`src/hw/rtl/bitmap_page_run_allocator_top_defines.svh`:
```
// Assertion helpers used by the allocator controller (bpra_ctrl).
`ifndef BITMAP_PAGE_RUN_ALLOCATOR_TOP_DEFINES_SVH
`define BITMAP_PAGE_RUN_ALLOCATOR_TOP_DEFINES_SVH

// Same-cycle implication, disabled while in reset.
`define BPRA_ASSERT_IMPLY(label, clk, rst, ante, cons, msg) \
   label: assert property (@(posedge clk) disable iff (rst) (ante) |-> (cons)) \
      else $error(msg);

// Next-cycle implication, disabled while in reset.
`define BPRA_ASSERT_NEXT(label, clk, rst, ante, cons, msg) \
   label: assert property (@(posedge clk) disable iff (rst) (ante) |=> (cons)) \
      else $error(msg);

`endif

```
`src/hw/rtl/bpra_pkg.sv`:
```
package bpra_pkg;

   localparam int MAP_WORDS = 2048;
   localparam int WORD_W    = 32;
   localparam int WORD_AW   = $clog2(MAP_WORDS);
   localparam int BIT_AW    = $clog2(WORD_W);
   localparam int PAGE_W    = WORD_AW + BIT_AW;
   localparam int RUN_W     = PAGE_W + 1;
   localparam int POS_W     = BIT_AW + 1;

   localparam logic [PAGE_W-1:0] FIRST_CHANGEABLE = PAGE_W'(2);
   localparam logic [PAGE_W-1:0] LAST_CHANGEABLE  = PAGE_W'(MAP_WORDS * WORD_W - 2);
   localparam logic [RUN_W-1:0]  MAX_COUNT        = RUN_W'(MAP_WORDS * WORD_W - 2);
   localparam logic [WORD_AW-1:0] LAST_WORD       = WORD_AW'(MAP_WORDS - 1);

   // reset contents: pages 0 and 1 and the top page reserved
   localparam logic [WORD_W-1:0] WORD_ALL_FREE   = {WORD_W{1'b1}};
   localparam logic [WORD_W-1:0] WORD_FIRST_INIT = {{(WORD_W-2){1'b1}}, 2'b00};
   localparam logic [WORD_W-1:0] WORD_LAST_INIT  = {1'b0, {(WORD_W-1){1'b1}}};

   localparam logic MODE_ALLOC = 1'b0;
   localparam logic MODE_FREE  = 1'b1;

   localparam logic [1:0] STATUS_DONE      = 2'd0;
   localparam logic [1:0] STATUS_NO_SPACE  = 2'd1;
   localparam logic [1:0] STATUS_BAD_START = 2'd2;

   typedef struct packed {
      logic              mode;
      logic [PAGE_W-1:0] start_page;
      logic [PAGE_W-1:0] count;
   } req_type;

   typedef struct packed {
      logic [1:0]        status;
      logic [PAGE_W-1:0] first_page;
   } rsp_type;

   typedef struct packed {
      logic clear;
      logic load;
      logic scan;
      logic mark;
      logic emit;
   } cmd_type;

   typedef struct packed {
      logic clear_last;
      logic load_free;
      logic alloc_bad;
      logic free_bad;
      logic free_none;
      logic found;
      logic exhausted;
      logic mark_done;
   } stat_type;

   // number of ones below the lowest zero
   function automatic logic [POS_W-1:0] trailing_ones(input logic [WORD_W-1:0] w);
      logic [POS_W-1:0] n;
      n = POS_W'(WORD_W);
      for (int i = WORD_W - 1; i >= 0; i--) begin
         if (!w[i]) n = POS_W'(i);
      end
      return n;
   endfunction

   // number of ones above the highest zero
   function automatic logic [POS_W-1:0] leading_ones(input logic [WORD_W-1:0] w);
      logic [POS_W-1:0] n;
      n = POS_W'(WORD_W);
      for (int i = 0; i < WORD_W; i++) begin
         if (!w[i]) n = POS_W'(WORD_W - 1 - i);
      end
      return n;
   endfunction

endpackage

```
`src/hw/rtl/bpra_ctrl.sv`:
```
`include "bitmap_page_run_allocator_top_defines.svh"

module bpra_ctrl (
   input  logic               clock,
   input  logic               reset,
   input  logic               req_valid,
   output logic               req_ready,
   output logic               rsp_valid,
   input  logic               rsp_ready,
   output bpra_pkg::cmd_type  cmd,
   input  bpra_pkg::stat_type stat
);

   localparam logic [2:0] S_CLEAR = 3'd0;
   localparam logic [2:0] S_IDLE  = 3'd1;
   localparam logic [2:0] S_SCAN  = 3'd2;
   localparam logic [2:0] S_MARK  = 3'd3;
   localparam logic [2:0] S_DONE  = 3'd4;

   logic [2:0] state_ff, state_in;
   logic       rsp_valid_ff, rsp_valid_in;
   logic       slot_free;

   assign slot_free = !rsp_valid_ff || rsp_ready;

   always_comb begin
      state_in  = state_ff;
      cmd       = '0;
      req_ready = 1'b0;
      case (state_ff)
         S_CLEAR: begin
            cmd.clear = 1'b1;
            if (stat.clear_last) state_in = S_IDLE;
         end
         S_IDLE: begin
            req_ready = 1'b1;
            if (req_valid) begin
               cmd.load = 1'b1;
               if (stat.load_free) begin
                  state_in = (stat.free_bad || stat.free_none) ? S_DONE : S_MARK;
               end else begin
                  state_in = stat.alloc_bad ? S_DONE : S_SCAN;
               end
            end
         end
         S_SCAN: begin
            cmd.scan = 1'b1;
            if (stat.found) begin
               state_in = S_MARK;
            end else if (stat.exhausted) begin
               state_in = S_DONE;
            end
         end
         S_MARK: begin
            cmd.mark = 1'b1;
            if (stat.mark_done) state_in = S_DONE;
         end
         S_DONE: begin
            if (slot_free) begin
               cmd.emit = 1'b1;
               state_in = S_IDLE;
            end
         end
         default: begin
            state_in = S_IDLE;
         end
      endcase
   end

   always_comb begin
      if (cmd.emit) begin
         rsp_valid_in = 1'b1;
      end else if (rsp_ready) begin
         rsp_valid_in = 1'b0;
      end else begin
         rsp_valid_in = rsp_valid_ff;
      end
   end

   always_ff @(posedge clock) begin
      if (reset) begin
         state_ff     <= S_CLEAR;
         rsp_valid_ff <= 1'b0;
      end else begin
         state_ff     <= state_in;
         rsp_valid_ff <= rsp_valid_in;
      end
   end

   assign rsp_valid = rsp_valid_ff;

   `BPRA_ASSERT_NEXT(a_emit_shows, clock, reset, (state_ff == S_DONE) && slot_free, rsp_valid_ff, "finished result not presented")
   `BPRA_ASSERT_NEXT(a_accept_leaves_idle, clock, reset, req_valid && req_ready, state_ff != S_IDLE, "accepted request left controller idle")
   `BPRA_ASSERT_NEXT(a_mark_ends, clock, reset, (state_ff == S_MARK) && stat.mark_done, state_ff == S_DONE, "mark pass did not finish")

endmodule

```
`config.mk`:
```
export PLATFORM = sky130hd
export DESIGN_NAME = bpra_ctrl
export DESIGN_NICKNAME = d
export VERILOG_FILES = /design/src/hw/rtl/bpra_pkg.sv /design/src/hw/rtl/bpra_ctrl.sv
export VERILOG_INCLUDE_DIRS = /design/src /design/src/hw/rtl
export SDC_FILE = /design/constraint.sdc
export NUM_CORES = 1
export LEC_CHECK = 0
export ABC_AREA = 1
export BUFFER_PORTS_ARGS = -buffer_cell sky130_fd_sc_hd__buf_2
export CAP_MARGIN = 25
export CORE_AREA = 2 2 39 41
export CTS_BUF_LIST = sky130_fd_sc_hd__clkbuf_4 sky130_fd_sc_hd__clkbuf_8 sky130_fd_sc_hd__clkbuf_16
export DETAILED_ROUTE_END_ITERATION = 8
export DIE_AREA = 0 0 41 43
export SYNTH_ARGS = -nofsm -noshare
export SYNTH_HDL_FRONTEND = slang
export SYNTH_SLANG_ARGS = --single-unit
```
`constraint.sdc`:
```
create_clock -name clock -period 1.4 [get_ports clock]
set_clock_uncertainty 0.1 [all_clocks]
set_input_delay 0 -clock clock [delete_from_list [all_inputs] [get_ports clock]]
set_output_delay 0 -clock clock [all_outputs]
set_load 0.02 [all_outputs]
```
==> results.cfg, run 1 <==
[outcome]
status = finished clean

[floorplan]
core_um2 = 1380
ioPinCount = 19
die_h_um = 43
die_w_um = 41
rows = 14
die_area_um2 = 1760
start_util = 0.264

[placement]
place_ws_ns = 0.0231
gp_congestion = 0.826
portBuffers = 18
dp_hpwl_um = 673

[grt]
grt_overflow = 0
grt_pass1_vias = 387
grt_start_max_net_pins = 9
gr-usage-all-layers = 0.107
grt_pass1_wl_um = 1350
antenna_found_initial = 0

[cells_and_area]
fillers = 154
post_route_cells_drive_above_1_share = 0.488
multiInputGateArea_um2 = 239
seqCellArea_um2 = 82.6
area_growth_pct = 41.1
num_antenna_cells = 0
layout.nets = 94

[route]
drt_first_pass_iters = 3
viasPerCell = 4.23
wirelength_um = 775
initialDrtViolationCount = 4
vias = 406
route.detailed.drc = 0
avgRoutedWirePerCell_um = 8.07
postRouteAntennaNets = 0

[power_and_ir_drop]
seqPwrFrac = 0.245
ir_worst_vdd_mv = 0.970
comb_power_share = 0.629
switching_share = 0.515
power_leakage_uw = 0.000296
p_sw_uw = 561
power_frac_clock = 0.127
p_int_uw = 527
power_density_nw_per_um2 = 2110

[yosys]
synth_adder_area_share = 0
syn_area_um2 = 365
synth_area_leaders = dfxtp_1 (22%), nor2_1 (13%), inv_1 (7.2%)
synth_top_area_frac = 0.219
synth_xor_area_frac = 0
seq_area_frac_synth = 0.219
synth_largest_area_cell = dfxtp_1
synth_top_family_by_area = simple AND/OR/NAND/NOR gates
syn_area_per_cell_um2 = 6.30
yosys_warnings = 0
syn_inst = 58
synth_simple_gate_area_frac = 0.565
synth_cell_type_count = 20
synthMuxAreaShare = 0
synth-compound-area-share = 0.0719
synth-seq-cells = 4
synthesis.nets = 70

[timing]
holdWs_ns = 0.0508
hold_violations = 0
worst_slack_ns = 0.100
fin_crit_sh = 0.928
setup_viol = 0
finalMaxSlewViolations = 0
post-route-min-period_ns = 1.30
timing.slew.headroom = 0.831
clock.fmax_ghz = 0.769
worstMarginPinSlew_ns = 0.252
fin_setup_tns_ns = 0

[cts]
cts_tree = yes
clk_latency_ns = 0.23
cts_sinks = 4
htree_levels = 1
cts_buffer_depth = 2
cts-root-buf = clkbuf_4
cts_buffers = 3
clkTransAtPathRegs_ns = 0.04

[critical_path]
path_max_fanout = 4
critical_path_class = reg2out
crit_arrival_ns = 1.20
cp-end-kind = output port
critPathLaunchType = register
cp_data_required_time_ns = 1.30

[worst_hold_path]
hp-class = in2reg

[job]
max-cap-violations = 0
path summary, 6_finish.rpt:
check | from | slack (ns) | depth (start not counted) | to
setup reg to reg | state_ff[2] | 0.14 | 9 | state_ff[1]
hold / removal | stat[4] | 0.05 | 6 | state_ff[0]
setup / recovery | state_ff[2] | 0.10 | 3 | cmd[0]
hold reg to reg | state_ff[1] | 0.48 | 2 | state_ff[1]
power by group through the flow:
stage                     Clock [µW]  Combinational, µW  Sequential [µW]
after floorplan                    0                572              226
after global placement             0                671              257
after detailed placement           0                678              258
after CTS                        144                686              256
after global routing             146                767              275
final                            138                684              266
area by class of cell:
cell class                 count  share of cell area
multi-input combinational     43               0.464
timing repair buffer          21               0.228
sequential                     4               0.160
inverter                       9              0.0655
clock buffer                   3              0.0437
tap                           16              0.0388
metal layers:
layer	track usage	part of all wire
met5	0	0
met4	0.0400	0
met3	0.0157	0.048
met2	0.188	0.54
met1	0.119	0.41
Yosys cell counts, drive strengths merged:
| cell | instances |
|---|---|
| nand3 | 3 |
| a21oi | 2 |
| nand4 | 1 |
| inv | 9 |
| or2 | 1 |
| nor4 | 1 |
| o21ai | 2 |
| nor2 | 17 |
| nor3 | 2 |
| o22ai | 1 |
| buf | 2 |
| dfxtp | 4 |
| nand2 | 13 |
repair_timing:
action | 4_1_cts | 5_1_grt
setup endpoints to repair | 0 | 3
hold endpoints to repair | 4 | 0
buffers inserted | 0 | 0
resized for setup | 0 | 3
hold buffers | 2 | 0
critical path: stages (launching register included):
cell     delay (ns)
dfxtp_1        0.39
inv_2          0.10
nor4_2         0.26
buf_2          0.22
state kept, by name, summed over array words and instances (netlist names):
signal	flops
state_ff	3
rsp_valid	1
kinds of logic (layout without fill, tap and decap cells):
family	after synthesis	count (layout)
buffers and inverters	11	33
DFF	4	4
and+or+nand+nor	38	38
AOI/OAI and AO/OA	5	5
placed cells by master (no fill, tap or decap):
master | synthesis | routed
a21oi_1 | 2 | 2
nand3_1 | 2 | 2
buf_4 | 1 | 1
clkbuf_4 | 0 | 3
nand4_1 | 1 | 1
nor2_1 | 13 | 13
or2_2 | 1 | 1
nor3_1 | 2 | 2
nor2_4 | 2 | 2
buf_2 | 0 | 18
dlygate4sd3_1 | 0 | 2
dfxtp_1 | 4 | 2
o22ai_1 | 1 | 1
nand3_2 | 1 | 1
nand2_1 | 7 | 7
nand2_2 | 4 | 4
inv_2 | 2 | 2
inv_1 | 7 | 7
o21ai_0 | 2 | 2
nand2_4 | 2 | 2
nor4_2 | 0 | 1
dfxtp_2 | 0 | 2
nor2_2 | 2 | 2
metrics by stage:
stage | power (µW) | instances | util | instance area, µm²
global placement | 928 | 91 | 0.335 | 464
global route | 1190 | 96 | 0.373 | 515
finish | 1090 | 96 | 0.373 | 515
detailed placement | 936 | 91 | 0.335 | 464
CTS | 1090 | 96 | 0.366 | 507
floorplan | 798 | 58 | - | 365
No activity file was read; power rests on OpenSTA's default activity.
==> inputs of run 2 (changes only) <==
Settings changed: ABC_AREA 1 to unset, CTS_CLUSTER_SIZE set to 10.
==> run 2 against run 1 <==
The run now ends with negative setup slack left. Via count is 3.0% lower. Die area stayed put. First-iteration DRC count did not move. Critical path depth up 1. Wire length increased by 6.8%. Register-to-register slack lost 0.19 ns. Cell count decreased by 9.4%. Non-clock buffer count is 7 higher. Synthesized cell count fell by 26%. Clock power rose by 25%. Largest cell class unchanged.
==> results.cfg, run 2 <==
[floorplan]
ioPinCount = 19
rows = 14
die_h_um = 43
die_w_um = 41
die_area_um2 = 1760
core_um2 = 1380
start_util = 0.236

[yosys]
synth-seq-cells = 4
syn_area_um2 = 327
synth_top_area_frac = 0.245
synthesis.nets = 55
synth_cell_type_count = 25
synthTopCellsByCount = nor2_1 (5), a21oi_1 (4), dfxtp_1 (4)
yosys_warnings = 0
yosysMostFrequentCell = nor2_1
synth_largest_area_cell = dfxtp_1
async_flop_share = 0
synthFlopType = dfxtp_1
synth_area_leaders = dfxtp_1 (25%), a21oi_1 (6.1%), nor2_1 (5.7%)
syn_area_per_cell_um2 = 7.59
synth-edff-count = 0
seq_area_frac_synth = 0.245
syn_inst = 43

[cts]
clkTransAtPathRegs_ns = 0.04
clk_latency_ns = 0.23
cts_tree = yes
cts_sinks = 4
cts_buffers = 3
htree_levels = 1
post_cts_buffers = 0
cts-root-buf = clkbuf_4
cts_buffer_depth = 2

[cells_and_area]
num_antenna_cells = 0
layout_commonest_cell = buf_2
max_flop_register = state_ff
stdcell_area_um2 = 569
fillers = 141
post_route_cells_drive_above_1_share = 0.577
area_growth_pct = 74.3
layout_common_cells = buf_2 (15), buf_4 (10), a21oi_1 (4), clkbuf_4 (4)
largest_reg_flops = 3
layout.nets = 84

[power_and_ir_drop]
p_sw_uw = 155
p_int_uw = 361
power_leakage_uw = 0.000266
power_frac_clock = 0.336
seqPwrFrac = 0.261
power_density_nw_per_um2 = 905
ir_worst_vdd_mv = 0.444
switching_share = 0.300
comb_power_share = 0.403

[route]
drt_first_pass_iters = 2
viasPerCell = 4.53
postRouteAntennaNets = 0
wirelength_um = 828
avgRoutedWirePerCell_um = 9.52
vias = 394
initialDrtViolationCount = 4
route.detailed.drc = 0

[worst_hold_path]
hp-class = in2reg
hp-start = stat[1]
hold_depth = 5
hold-path-endpoint = state_ff[1]

[grt]
grt_start_max_net_pins = 10
gr-usage-all-layers = 0.115
grt_overflow = 0
grt_util_met3 = 0.0314
grt_pass1_wl_um = 1370
grt_pass1_vias = 369
gr-usage-met1 = 0.113
antenna_found_initial = 0
grtUsageMet2 = 0.203
top_usage_layer = met2

[timing]
setup_viol = 3
worst_slack_ns = -0.0537
timing.slew.headroom = 0.817
worstMarginPinSlew_ns = 0.272
rsz0062_at_grt = true
post-route-min-period_ns = 1.45
hold_violations = 0
clock.fmax_ghz = 0.688
fin_crit_sh = 1.04
finalMaxSlewViolations = 0

[placement]
gp_congestion = 0.738
placed_area_um2 = 494
portBuffers = 18
dp_hpwl_um = 698
place_ws_ns = -0.0522

[critical_path]
r2r_end = state_ff[2]
critPathLaunchType = register
cp_data_required_time_ns = 1.46
critical_path_class = reg2reg
r2r_slack_ns = -0.05
path_max_fanout = 6
crit_arrival_ns = 1.51
timing.rr.start = state_ff[2]
r2r_cells = 4
cp-end-kind = register

[outcome]
violations = negative setup slack
status = finished, violations left

[job]
max-cap-violations = 0
==> run 2: per-layer routing <==
layer / share of wire / vias up
li1: - / 210
met1: 0.40 / 177
met5: 0 / -
met3: 0.051 / 0
met2: 0.55 / 7
met4: 0 / 0
==> run 2: critical path, cell delays in order (launching register included) <==
cell and delay, ns:
dfxtp_4 0.36, and3b_1 0.18, o311a_4 0.32, or3_1 0.30, a21oi_1 0.12
==> run 2: metrics by stage <==
| stage | std cells | TNS [ns] | hold WS (ns) | total power, µW | util |
|---|---|---|---|---|---|
| finish | 87 | -0.126 | 0.194 | 515 | 0.411 |
| global route | 87 | -0.288 | 0.235 | 548 | 0.411 |
| CTS | 87 | -0.145 | 0.189 | 512 | 0.398 |
| detailed placement | 81 | -0.0750 | 0.105 | 324 | 0.357 |
| global placement | 81 | -0.0390 | 0.105 | 322 | 0.357 |
| floorplan | 43 | -0.00932 | -0.0406 | 255 | - |
==> run 2: worst max path at each step <==
stage,to,slack (ns),startpoint,depth (start not counted)
3_3_place_gp,state_ff[2],-0.03,state_ff[1],4
5_1_grt,state_ff[2],-0.11,state_ff[2],4
2_1_floorplan,state_ff[2],-0.009,state_ff[2],5
3_5_place_dp,state_ff[2],-0.05,state_ff[2],4
4_1_cts,state_ff[2],-0.06,state_ff[2],4
6_report,state_ff[2],-0.05,state_ff[2],4
==> run 2: power groups by stage <==
stage	Combinational [µW]	Clock, µW	Sequential, µW
detailed placement	187	0	136
floorplan	125	0	130
global route	228	184	136
CTS	197	179	136
finish	208	173	134
global placement	186	0	136
==> run 2: what timing repair did <==
action / 4_1_cts / 5_1_grt
pin swaps: 0 / 1
endpoints found under the setup margin: 5 / 4
hold buffers: 2 / 0
hold endpoints to repair: 4 / 0
gates resized for setup: 3 / 6
==> run 2: cell families (layout without fill, tap and decap cells) <==
group / Yosys count / in the layout / synth area share
AOI/OAI and AO/OA: 11 / 11 / 0.241
buffers and inverters: 6 / 34 / 0.107
DFF: 4 / 4 / 0.245
muxes: 1 / 1 / 0.0307
and+or+nand+nor: 21 / 21 / 0.376
==> run 2: final cells by class <==
cell class              instances  area, µm²  share of cell area
clock buffers                   4       30.0              0.0527
inverters                       2       7.51              0.0132
multi-input cells              33        241               0.424
flip-flops and latches          4       88.8               0.156
well taps                      16       20.0              0.0352
repair buffers                 28        181               0.319
